**src/hw/rtl/vci_pkg.sv**
```systemverilog
// Shared types and constants for the volume curve interpolator.
// Used by the controller, the datapath, the top level and the checker.
// No dependencies.
package vci_pkg;

  localparam int DATA_W         = 16;
  localparam int INDEX_W        = 4;
  localparam int COUNT_W        = 5;
  localparam int MAX_POINTS_DEF = 16;
  localparam int DIV_STEPS      = 16;  // quotient bits; the quotient is bounded by |v1 - v0|
  localparam int PROD_W         = 2 * (DATA_W + 1);

  localparam logic CMD_WRITE = 1'b0;
  localparam logic CMD_MAP   = 1'b1;

  // result source
  localparam logic [1:0] SEL_X    = 2'd0;
  localparam logic [1:0] SEL_PV   = 2'd1;
  localparam logic [1:0] SEL_LERP = 2'd2;

  typedef struct packed {
    logic       wr;         // store breakpoint
    logic       load_x;     // capture volume_in
    logic       ld_prev;    // previous point <= read data
    logic       ld_next;    // upper point <= read data
    logic       mul;        // product and divisor
    logic       div_start;
    logic       div_step;
    logic       out_load;
    logic [1:0] out_sel;
  } cmd_t;

  typedef struct packed {
    logic key_gt_x;   // read key > x
    logic key_eq_x;   // read key == x
    logic key_ne_pk;  // read key != previous key
  } status_t;

endpackage

```
**src/hw/rtl/volume_curve_interpolator.sv**
```systemverilog
// Volume curve interpolator, top level: controller plus datapath.
// Breakpoint write: no result; the next transaction may follow at once.
// Map: with no points in use the input passes through; else a walk of one slot a cycle
// ends on a point or goes on to multiply, divider load and 16 divider steps; out_valid
// rises, once any earlier result is taken, as the block returns to idle for the next one.
// Sync active-high reset clears point count, sequencer and out_valid, not the table.
module volume_curve_interpolator #(
  parameter int MAX_POINTS = vci_pkg::MAX_POINTS_DEF
) (
  input  logic                              clk,
  input  logic                              rst,
  // point_count register
  input  logic                              cfg_wr_en,
  input  logic [vci_pkg::COUNT_W-1:0]       cfg_wr_data,
  // request channel
  input  logic                              in_valid,
  output logic                              in_ready,
  input  logic                              command,
  input  logic [vci_pkg::INDEX_W-1:0]       point_index,
  input  logic signed [vci_pkg::DATA_W-1:0] point_key,
  input  logic signed [vci_pkg::DATA_W-1:0] point_value,
  input  logic signed [vci_pkg::DATA_W-1:0] volume_in,
  // result channel
  output logic                              out_valid,
  input  logic                              out_ready,
  output logic signed [vci_pkg::DATA_W-1:0] volume_out
);
  import vci_pkg::*;

  // Controller and datapath talk only through cmd / status and the table
  // read address. A finished result sits in the output register, so the
  // next transaction is accepted while the result waits for out_ready.
  cmd_t                          cmd;
  status_t                       status;
  logic [$clog2(MAX_POINTS)-1:0] rd_addr;

  // Sequencer: point_count (clamped to MAX_POINTS), walk over slots in index
  // order, divider step count, out_valid.
  vci_ctrl #(
    .MAX_POINTS (MAX_POINTS)
  ) u_ctrl (
    .clk         (clk),
    .rst         (rst),
    .cfg_wr_en   (cfg_wr_en),
    .cfg_wr_data (cfg_wr_data),
    .in_valid    (in_valid),
    .in_ready    (in_ready),
    .command     (command),
    .point_index (point_index),
    .out_valid   (out_valid),
    .out_ready   (out_ready),
    .cmd         (cmd),
    .rd_addr     (rd_addr),
    .status      (status)
  );

  // Table RAM, compares, (v1-v0)*(x-k0) multiply, 16-step restoring divide,
  // truncate-toward-zero fixup and the result register.
  vci_dp #(
    .MAX_POINTS (MAX_POINTS)
  ) u_dp (
    .clk         (clk),
    .cmd         (cmd),
    .rd_addr     (rd_addr),
    .point_index (point_index),
    .point_key   (point_key),
    .point_value (point_value),
    .volume_in   (volume_in),
    .status      (status),
    .volume_out  (volume_out)
  );

endmodule

```
**src/hw/rtl/vci_ram.sv**
```systemverilog
// Generic single-write, single-read RAM with registered read data.
// No dependencies.
module vci_ram #(
  parameter int WIDTH = 32,
  parameter int DEPTH = 16
) (
  input  logic                     clk,
  input  logic                     we,
  input  logic [$clog2(DEPTH)-1:0] waddr,
  input  logic [WIDTH-1:0]         wdata,
  input  logic [$clog2(DEPTH)-1:0] raddr,
  output logic [WIDTH-1:0]         rdata
);

  logic [WIDTH-1:0] mem [DEPTH];

  always_ff @(posedge clk) begin
    if (we) begin
      mem[waddr] <= wdata;
    end
    rdata <= mem[raddr];
  end

endmodule

```
**src/hw/rtl/vci_dp.sv**
```systemverilog
// Datapath: breakpoint table, point registers, multiplier, restoring divider
// and the result register. Depends on vci_pkg and vci_ram.
module vci_dp #(
  parameter int MAX_POINTS = vci_pkg::MAX_POINTS_DEF
) (
  input  logic                                clk,
  input  vci_pkg::cmd_t                       cmd,
  input  logic [$clog2(MAX_POINTS)-1:0]       rd_addr,
  input  logic [vci_pkg::INDEX_W-1:0]         point_index,
  input  logic signed [vci_pkg::DATA_W-1:0]   point_key,
  input  logic signed [vci_pkg::DATA_W-1:0]   point_value,
  input  logic signed [vci_pkg::DATA_W-1:0]   volume_in,
  output vci_pkg::status_t                    status,
  output logic signed [vci_pkg::DATA_W-1:0]   volume_out
);
  import vci_pkg::*;

  localparam int AW = $clog2(MAX_POINTS);

  logic [2*DATA_W-1:0]        rdata;
  logic signed [DATA_W-1:0]   rd_key, rd_val;
  logic signed [DATA_W-1:0]   x, pk, pv, k1, v1;
  logic signed [PROD_W-1:0]   prod;
  logic [DATA_W-1:0]          den;
  logic [DATA_W-1:0]          rem;
  logic [DATA_W-1:0]          quo;
  logic signed [DATA_W:0]     dv, dx, dk;
  logic signed [PROD_W-1:0]   mag;
  logic [DATA_W:0]            trial;
  logic                       fits;
  logic                       rnz;
  logic signed [DATA_W+1:0]   q_ext, q_s, t_s, lerp;
  logic signed [DATA_W-1:0]   res;

  vci_ram #(
    .WIDTH (2 * DATA_W),
    .DEPTH (MAX_POINTS)
  ) u_table (
    .clk   (clk),
    .we    (cmd.wr),
    .waddr (AW'(point_index)),
    .wdata ({point_key, point_value}),
    .raddr (rd_addr),
    .rdata (rdata)
  );

  assign rd_key = rdata[2*DATA_W-1:DATA_W];
  assign rd_val = rdata[DATA_W-1:0];

  assign status.key_gt_x  = rd_key > x;
  assign status.key_eq_x  = rd_key == x;
  assign status.key_ne_pk = rd_key != pk;

  // differences, one bit wider to stay exact
  assign dv = {v1[DATA_W-1], v1} - {pv[DATA_W-1], pv};
  assign dx = {x[DATA_W-1], x} - {pk[DATA_W-1], pk};
  assign dk = {k1[DATA_W-1], k1} - {pk[DATA_W-1], pk};

  assign mag = prod[PROD_W-1] ? -prod : prod;

  // one restoring step; rem < den so it fits DATA_W bits
  assign trial = {rem, quo[DATA_W-1]};
  assign fits  = trial >= {1'b0, den};

  // trunc toward zero of pv + prod/den
  assign rnz   = |rem;
  assign q_ext = {2'b00, quo};
  assign q_s   = prod[PROD_W-1] ? (-q_ext - {{(DATA_W+1){1'b0}}, rnz}) : q_ext;
  assign t_s   = {{2{pv[DATA_W-1]}}, pv} + q_s;
  assign lerp  = (rnz && t_s[DATA_W+1]) ? t_s + 18'sd1 : t_s;

  always_comb begin
    case (cmd.out_sel)
      SEL_X:    res = x;
      SEL_PV:   res = pv;
      SEL_LERP: res = lerp[DATA_W-1:0];
      default:  res = pv;
    endcase
  end

  always_ff @(posedge clk) begin
    if (cmd.load_x) begin
      x <= volume_in;
    end
    if (cmd.ld_prev) begin
      pk <= rd_key;
      pv <= rd_val;
    end
    if (cmd.ld_next) begin
      k1 <= rd_key;
      v1 <= rd_val;
    end
    if (cmd.mul) begin
      prod <= dv * dx;
      den  <= dk[DATA_W-1:0];
    end
    if (cmd.div_start) begin
      rem <= mag[2*DATA_W-1:DATA_W];
      quo <= mag[DATA_W-1:0];
    end else if (cmd.div_step) begin
      rem <= fits ? DATA_W'(trial - {1'b0, den}) : trial[DATA_W-1:0];
      quo <= {quo[DATA_W-2:0], fits};
    end
    if (cmd.out_load) begin
      volume_out <= res;
    end
  end

endmodule

```
**src/hw/rtl/vci_ctrl.sv**
```systemverilog
// Controller: config register, table walk sequencer, divider step count and
// output valid. Depends on vci_pkg.
module vci_ctrl #(
  parameter int MAX_POINTS = vci_pkg::MAX_POINTS_DEF
) (
  input  logic                              clk,
  input  logic                              rst,
  input  logic                              cfg_wr_en,
  input  logic [vci_pkg::COUNT_W-1:0]       cfg_wr_data,
  input  logic                              in_valid,
  output logic                              in_ready,
  input  logic                              command,
  input  logic [vci_pkg::INDEX_W-1:0]       point_index,
  output logic                              out_valid,
  input  logic                              out_ready,
  output vci_pkg::cmd_t                     cmd,
  output logic [$clog2(MAX_POINTS)-1:0]     rd_addr,
  input  vci_pkg::status_t                  status
);
  import vci_pkg::*;

  localparam int AW  = $clog2(MAX_POINTS);
  localparam int CW0 = $clog2(MAX_POINTS + 1);
  localparam int CW  = CW0 > COUNT_W ? CW0 : COUNT_W;
  localparam int DW  = $clog2(DIV_STEPS);

  localparam logic [2:0] S_IDLE  = 3'd0;
  localparam logic [2:0] S_FIRST = 3'd1;
  localparam logic [2:0] S_WALK  = 3'd2;
  localparam logic [2:0] S_MUL   = 3'd3;
  localparam logic [2:0] S_DINIT = 3'd4;
  localparam logic [2:0] S_DIV   = 3'd5;
  localparam logic [2:0] S_OUT   = 3'd6;

  logic [2:0]         state, state_next;
  logic [COUNT_W-1:0] point_count;
  logic [AW-1:0]      idx, idx_next;
  logic [DW-1:0]      dcnt, dcnt_next;
  logic [1:0]         sel, sel_next;
  logic [CW-1:0]      count_ext, n_used;
  logic               last;
  logic               accept;
  logic               out_free;

  assign count_ext = CW'(point_count);
  assign n_used    = count_ext > CW'(MAX_POINTS) ? CW'(MAX_POINTS) : count_ext;
  assign last      = (CW'(idx) + CW'(1)) == n_used;
  assign in_ready  = state == S_IDLE;
  assign accept    = in_valid && in_ready;
  assign out_free  = !out_valid || out_ready;
  assign rd_addr   = (state == S_IDLE) ? '0 : AW'(idx + AW'(1));

  always_comb begin
    state_next = state;
    idx_next   = idx;
    dcnt_next  = dcnt;
    sel_next   = sel;
    cmd        = '0;
    cmd.out_sel = sel;
    case (state)
      S_IDLE: begin
        idx_next = '0;
        if (accept) begin
          if (command == CMD_WRITE) begin
            cmd.wr = 32'(point_index) < MAX_POINTS;
          end else begin
            cmd.load_x = 1'b1;
            if (n_used == '0) begin
              sel_next   = SEL_X;
              state_next = S_OUT;
            end else begin
              state_next = S_FIRST;
            end
          end
        end
      end
      S_FIRST: begin
        cmd.ld_prev = 1'b1;
        sel_next    = SEL_PV;
        if (status.key_gt_x || status.key_eq_x || last) begin
          state_next = S_OUT;
        end else begin
          idx_next   = idx + AW'(1);
          state_next = S_WALK;
        end
      end
      S_WALK: begin
        if (status.key_gt_x && status.key_ne_pk) begin
          cmd.ld_next = 1'b1;
          state_next  = S_MUL;
        end else begin
          cmd.ld_prev = 1'b1;
          if (status.key_eq_x || last) begin
            state_next = S_OUT;
          end else begin
            idx_next = idx + AW'(1);
          end
        end
      end
      S_MUL: begin
        cmd.mul    = 1'b1;
        state_next = S_DINIT;
      end
      S_DINIT: begin
        cmd.div_start = 1'b1;
        dcnt_next     = '0;
        sel_next      = SEL_LERP;
        state_next    = S_DIV;
      end
      S_DIV: begin
        cmd.div_step = 1'b1;
        dcnt_next    = dcnt + DW'(1);
        if (dcnt == DW'(DIV_STEPS - 1)) begin
          state_next = S_OUT;
        end
      end
      S_OUT: begin
        if (out_free) begin
          cmd.out_load = 1'b1;
          state_next   = S_IDLE;
        end
      end
      default: state_next = S_IDLE;
    endcase
  end

  always_ff @(posedge clk) begin
    if (rst) begin
      state       <= S_IDLE;
      point_count <= '0;
      out_valid   <= 1'b0;
      idx         <= '0;
      dcnt        <= '0;
      sel         <= SEL_X;
    end else begin
      state <= state_next;
      idx   <= idx_next;
      dcnt  <= dcnt_next;
      sel   <= sel_next;
      if (cfg_wr_en) begin
        point_count <= cfg_wr_data;
      end
      if (cmd.out_load) begin
        out_valid <= 1'b1;
      end else if (out_ready) begin
        out_valid <= 1'b0;
      end
    end
  end

endmodule

```
**config.mk**
```make
export PLATFORM = sky130hd
export DESIGN_NAME = volume_curve_interpolator
export DESIGN_NICKNAME = d
export VERILOG_FILES = /design/src/hw/rtl/vci_pkg.sv /design/src/hw/rtl/volume_curve_interpolator.sv /design/src/hw/rtl/vci_ram.sv /design/src/hw/rtl/vci_dp.sv /design/src/hw/rtl/vci_ctrl.sv
export SDC_FILE = /design/constraint.sdc
export NUM_CORES = 2
export LEC_CHECK = 0
export ABC_AREA = 1
export ABC_CLOCK_PERIOD_IN_PS = 22000
export BUFFER_PORTS_ARGS = -buffer_cell sky130_fd_sc_hd__buf_2
export CAP_MARGIN = 20
export CORE_UTILIZATION = 50
export CTS_CLUSTER_DIAMETER = 150
export DETAILED_ROUTE_END_ITERATION = 7
export GPL_ROUTABILITY_DRIVEN = 0
export PLACE_DENSITY = 0.66
export SLEW_MARGIN = 20
export SYNTH_ARGS = -nofsm -noshare
export SYNTH_HDL_FRONTEND = slang
export SYNTH_SLANG_ARGS = --single-unit
export TNS_END_PERCENT = 50
```
**constraint.sdc**
```tcl
create_clock -name clk -period 22 [get_ports clk]
set_clock_uncertainty 0.05 [all_clocks]
set_input_delay 4.4 -clock clk [delete_from_list [all_inputs] [get_ports clk]]
set_output_delay 4.4 -clock clk [all_outputs]
set_load 0.02 [all_outputs]
```
* Word level (Yosys, flattened, before mapping)
Memories as Yosys holds them, arrays and structs flattened. A register that Yosys moved wholly into a read port is not among the register bits.
Index checks and enable logic that the tools add are counted.
** Operators by class
- Muxes and demuxes :: 46
- Reductions and logical operators :: 20
- Add/subtract/negate cells :: 12
- $mul :: 1
- Equal/unequal tests :: 20
- Magnitude comparators :: 3
** Operators by type and width (count)
- $mux W16 :: 6
- $mul A17 B17 Y34 :: 1
- $sub A16 B16 Y17 :: 2
- $mux W32 :: 1
- $neg A32 Y32 :: 1
- $pmux W16 S2 :: 1
- $sub A16 B16 Y16 :: 2
- $mux W3 :: 8
- $pmux W3 S7 :: 1
- $add A18 B18 Y18 :: 1
- $mux W18 :: 1
- $neg A16 Y18 :: 1
- $sub A18 B1 Y18 :: 1
- $ge A17 B16 Y1 :: 1
- $add A16 B2 Y16 const B :: 1
- $eq A16 B16 Y1 :: 1
- $gt A16 B16 Y1 :: 1
- $mux W4 :: 4
- $ne A16 B16 Y1 :: 1
- $reduce_or A16 Y1 :: 1
- $mux W1 :: 14
- $ne A2 B2 Y1 const B :: 6
- $pmux W4 S3 :: 1
- $mux W2 :: 5
- other kinds (25) :: 39
** Word-level totals
- Memories kept :: 1
- Output and inout bits :: 18
- Bits in registers :: 197
- Bits in writable memories :: 512
** Memory list
- u_dp.u_table.mem :: words 16, bits a word 32, read ports 1, clocked after memory_dff 1, write ports 1, line vci_ram.sv:15 : logic [WIDTH-1:0] mem [DEPTH];

* Depth between registers and ports, before layout
- Word-level depth :: 7
- Depth in mapped cells :: 38
- Mapped depth without buffers :: 37

* By module
From an unflattened synthesis, not the netlist that was laid out.
** Second synthesis, totals
- Cell total of the unflattened synthesis :: 5124
- Area total of the unflattened synthesis :: 47779.6 µm²
** Modules (own cells, without submodules)
- vci_dp :: instances 1, area each 23801.6 µm², cells an instance 2808, seq. area each 5315.1 µm²
- vci_ram :: instances 1, area each 22744.3 µm², cells an instance 2120, seq. area each 16015.4 µm²
- vci_ctrl :: instances 1, area each 1233.7 µm², cells an instance 196, seq. area each 380.4 µm²

* Worst setup path after synthesis
Ideal clock, no wire load.
- Path type :: flip-flop to flip-flop
- Start point :: register u_dp.pk[0]
- End point :: register u_dp.prod[33] (data pin)
- Arrival :: 6.906 ns
- Cell stages (with the launch flop) :: 25
- Slack :: 14.782 ns
- Buffers on the path :: 0
- Clock period less this slack :: 7.218 ns
- Cell sequence :: edfxtp_1 > ha_1 > fa_1 > xnor2_1 > clkinv_1 > nor2_1 > inv_1 > fa_1 > inv_1 > fa_1 > inv_1 > fa_1 > fa_1 > inv_1 > fa_1 > inv_1 > fa_1 > inv_1 > ha_1 > nand2_1 > nor2_1 > nand2_1 > nor4_1 > a21oi_1 > xor2_1
** Between the ends
- Word-level cells in the longest chain between the ends :: 2
** Ends and longest elaborated chain
- start: declaration :: line vci_dp.sv:22 : logic signed [DATA_W-1:0] x, pk, pv, k1, v1;
- start signal: assignment :: line vci_dp.sv:86 : pk <= rd_key;
- $sub A16 B16 Y17 :: line vci_dp.sv:56 : assign dx = {x[DATA_W-1], x} - {pk[DATA_W-1], pk};
- $mul A17 B17 Y34 :: line vci_dp.sv:94 : prod <= dv * dx;
- end signal: assignment :: line vci_dp.sv:94
- end: declaration :: line vci_dp.sv:23 : logic signed [PROD_W-1:0] prod;
No other way between the ends.
A chain may end at the register's enable or synchronous reset.

* Worst setup path in the final report
Same ends and word-level chain as after synthesis.

==> metrics <==
Setup crit end u_dp.prod[33]; worst endpoint data arrival time between 8000 and 9000 ps; Bufs and invs on worst path 7; GR met1 Demand/Resource approximately 34%; # hold bufs at CTS 0; share of the synthesized area in the top cell type between 40% and 50%; largest net degree at the start of global routing approximately 120; Most flops, register u_dp.u_table.mem; Resized Gates After CTS 0; Max Slew Vio Count 0; crit-path leading delay family adder cells; H-Tree Depth 3; vias in the first global route between 30000 and 40000; CTS root buffer clkbuf_16; Iteration-0 DRC Markers around 2700; Most Crowded Layer GR met2; Max Clk Rate 117 MHz; total number of vias about 32000; synth unique cells 59; crit path cell chain ha_1 > fa_1 > xnor2_1 > clkinv_1 > nor2_1 > inv_1 > fa_1 > inv_1 > fa_1 > inv_1 > fa_1 > fa_1 > inv_1 > fa_1 > inv_1 > fa_1 > inv_1 > ha_1 > nand2_1 > nor2_1 > nand2_1 > nor4_1 > a21oi_1 > xor2_1; port buffer count 80; post-synth net total 5091; Syn Inst Count between 4000 and 5000; Slew HR around 30%; max reg flops between 500 and 600; RSZ-0062 raised after global routing no; clock period minus worst slack roughly 8500 ps; area leader, netlist edfxtp_1; number of setup violations in the final report 0; initial antenna violation count 11; Synth area leaders edfxtp_1 (45%), fa_1 (13%), nor2_1 (6.4%), ha_1 (5.6%), nand2_1 (5.3%); Clock Sink Count 740; critical path depth 24; Post-CTS Setup Bufs 0; Crit. End Element register; r2r endpoint u_dp.prod[33]; Initial Util 50.5%; CORE AREA between 90000 and 100000 um2; Nets around 5200; CTS tree yes; die area 92200 um2; M2 GR Usage 44.5%; drt via density around 5.6; HP Class reg2reg; R2R Path Start u_dp.pk[0]; HPWL after detailed placement between 80000 and 90000 um; post-route ant nets 0; final hold vios 0; CTS max path bufs 3; Die X between 300 and 400 um; # rows between 100 and 150; routed wire length approximately 120000 um; CP startpoint u_dp.pk[0]; DRT Pass-1 Iters 8; GRT Resource Usage Total between 20% and 30%; Synth Cell Area approximately 45000 um2; layout cell share with drive strength beyond 1 between 7 and 8%; biggest regs u_dp.u_table.mem (512), u_dp.prod (33), u_dp.u_table.rdata (32); WS Path Type reg2reg; Yosys warnings 0; WL/cell roughly 21 um; r2r worst-path depth 24; Remaining DRCs 0; Ports 81; first-pass GRT wire length approximately 180000 um; register area share after synthesis 47.7%; Worst-Margin Slew around 1100 ps; Worst-path clk slew 60 ps; syn_area_per_cell about 10 um2; Die Ht between 300 and 400 um; Filler cells roughly 7800; worst reg2reg setup slack between 10000 and 15000 ps; GR Overflow Total 0; met3 usage 3.82%; CP peak stage delay a little under 800 ps; MaxCap Viol Count 0; setup_tns 0 ps; worst skew pair latency about 640 ps; CTS Buf Count 75; status finished clean; CP max stage cell xnor2_1; Most Frequent Cell on Critical Path fa_1; required time worst endpoint roughly 22000 ps; Worst Path Max Fanout 9; Yosys reg bits 740; P&R area growth vs syn 9.63%; CP Launch Type register; Final period util roughly two fifths
-- layout by cell type (no fill, tap or decap), types with 27 or more instances in the layout --
master | netlist | final
nor2_1 | 770 | 751
edfxtp_1 | 689 | 689
nand2_1 | 646 | 646
inv_1 | 621 | 619
fa_1 | 301 | 301
o21ai_0 | 230 | 230
ha_1 | 204 | 204
nand3_1 | 179 | 179
a21oi_1 | 160 | 160
o311ai_0 | 90 | 90
buf_2 | 38 | 80
clkbuf_16 | 0 | 77
xor2_1 | 77 | 75
buf_4 | 2 | 60
dfxtp_1 | 51 | 51
xnor2_1 | 46 | 46
o211ai_1 | 37 | 37
o32ai_1 | 30 | 30
nand4_1 | 27 | 27
-- metrics by stage --
step                setup WS [ps]  std cells  utilization, %  area (um2)  hold WS (ps)
floorplan                   14780       4523               -       45500           354
global placement            13690       5692            52.6       47300           361
CTS                         13450       5828            55.4       49900           374
finish                      13480       5833            55.4       49900           375
global route                12980       5829            55.4       49900           378
detailed placement          13480       5692            52.6       47300           361
-- area by class of cell --
class                      instances  area [um2]  area share [%]
tap                             1176        1470            2.95
timing repair buffer             140         851            1.71
clock inverter                    46         519            1.04
clock buffer                      90        2000            4.00
inverter                         645        2430            4.87
sequential                       740       21700            43.5
antenna                            5        12.5          0.0251
multi-input combinational       2991       20900            41.9
-- metal layers --
layer  share of wire [%]  wire, um
met1                  41     49100
met2                  49     58600
met3                 6.8      8090
met4                 3.2      3820
met5               0.083       100
-- how the worst min path moves through the flow --
stage / startpoint / endpoint / slack, ps / depth (start not counted)
final: u_dp.u_table.rdata[8] / u_dp.v1[8] / 370 / 0
after global routing: u_dp.u_table.rdata[8] / u_dp.pv[8] / 380 / 0
after CTS: u_dp.u_table.rdata[8] / u_dp.v1[8] / 370 / 0
after detailed placement: u_dp.u_table.rdata[8] / u_dp.pv[8] / 360 / 0
after global placement: u_dp.u_table.rdata[8] / u_dp.v1[8] / 360 / 0
after floorplan: u_dp.u_table.rdata[0] / u_dp.pv[0] / 350 / 0
-- cell usage after synthesis, drive strengths merged --
cell type,n
o41ai,1
o311ai,98
a21oi,160
xnor2,47
a21o,4
a221oi,1
a22oi,15
o22ai,2
nand4,27
clkbuf,101
or2,17
a211o,1
nand3,183
ha,204
o21ai,255
nor2,780
fa,301
a21boi,4
and3,4
clkinv,8
buf,46
nor3,25
edfxtp,689
nand2b,1
dfxtp,51
o2111ai,2
o32ai,30
nand2,656
xor2,81
a211oi,5
inv,637
o21a,2
o21bai,15
nor4,11
nand3b,6
o31ai,8
a31oi,5
and2,3
o211ai,37
-- kinds of logic (layout without fill, tap and decap cells) --
group | after synthesis | after routing | synth area share [%]
compound gates | 645 | 645 | 8.73
xor+xnor | 128 | 128 | 2.60
fa+ha+maj | 505 | 505 | 18.9
buf+inv | 792 | 921 | 6.72
flops | 740 | 740 | 47.7
other cells | 0 | 5 | 0
simple gates | 1713 | 1713 | 15.4
Power is not shown: default switching activity piles up to over one toggle a cycle in this logic, so the estimate is an artifact.
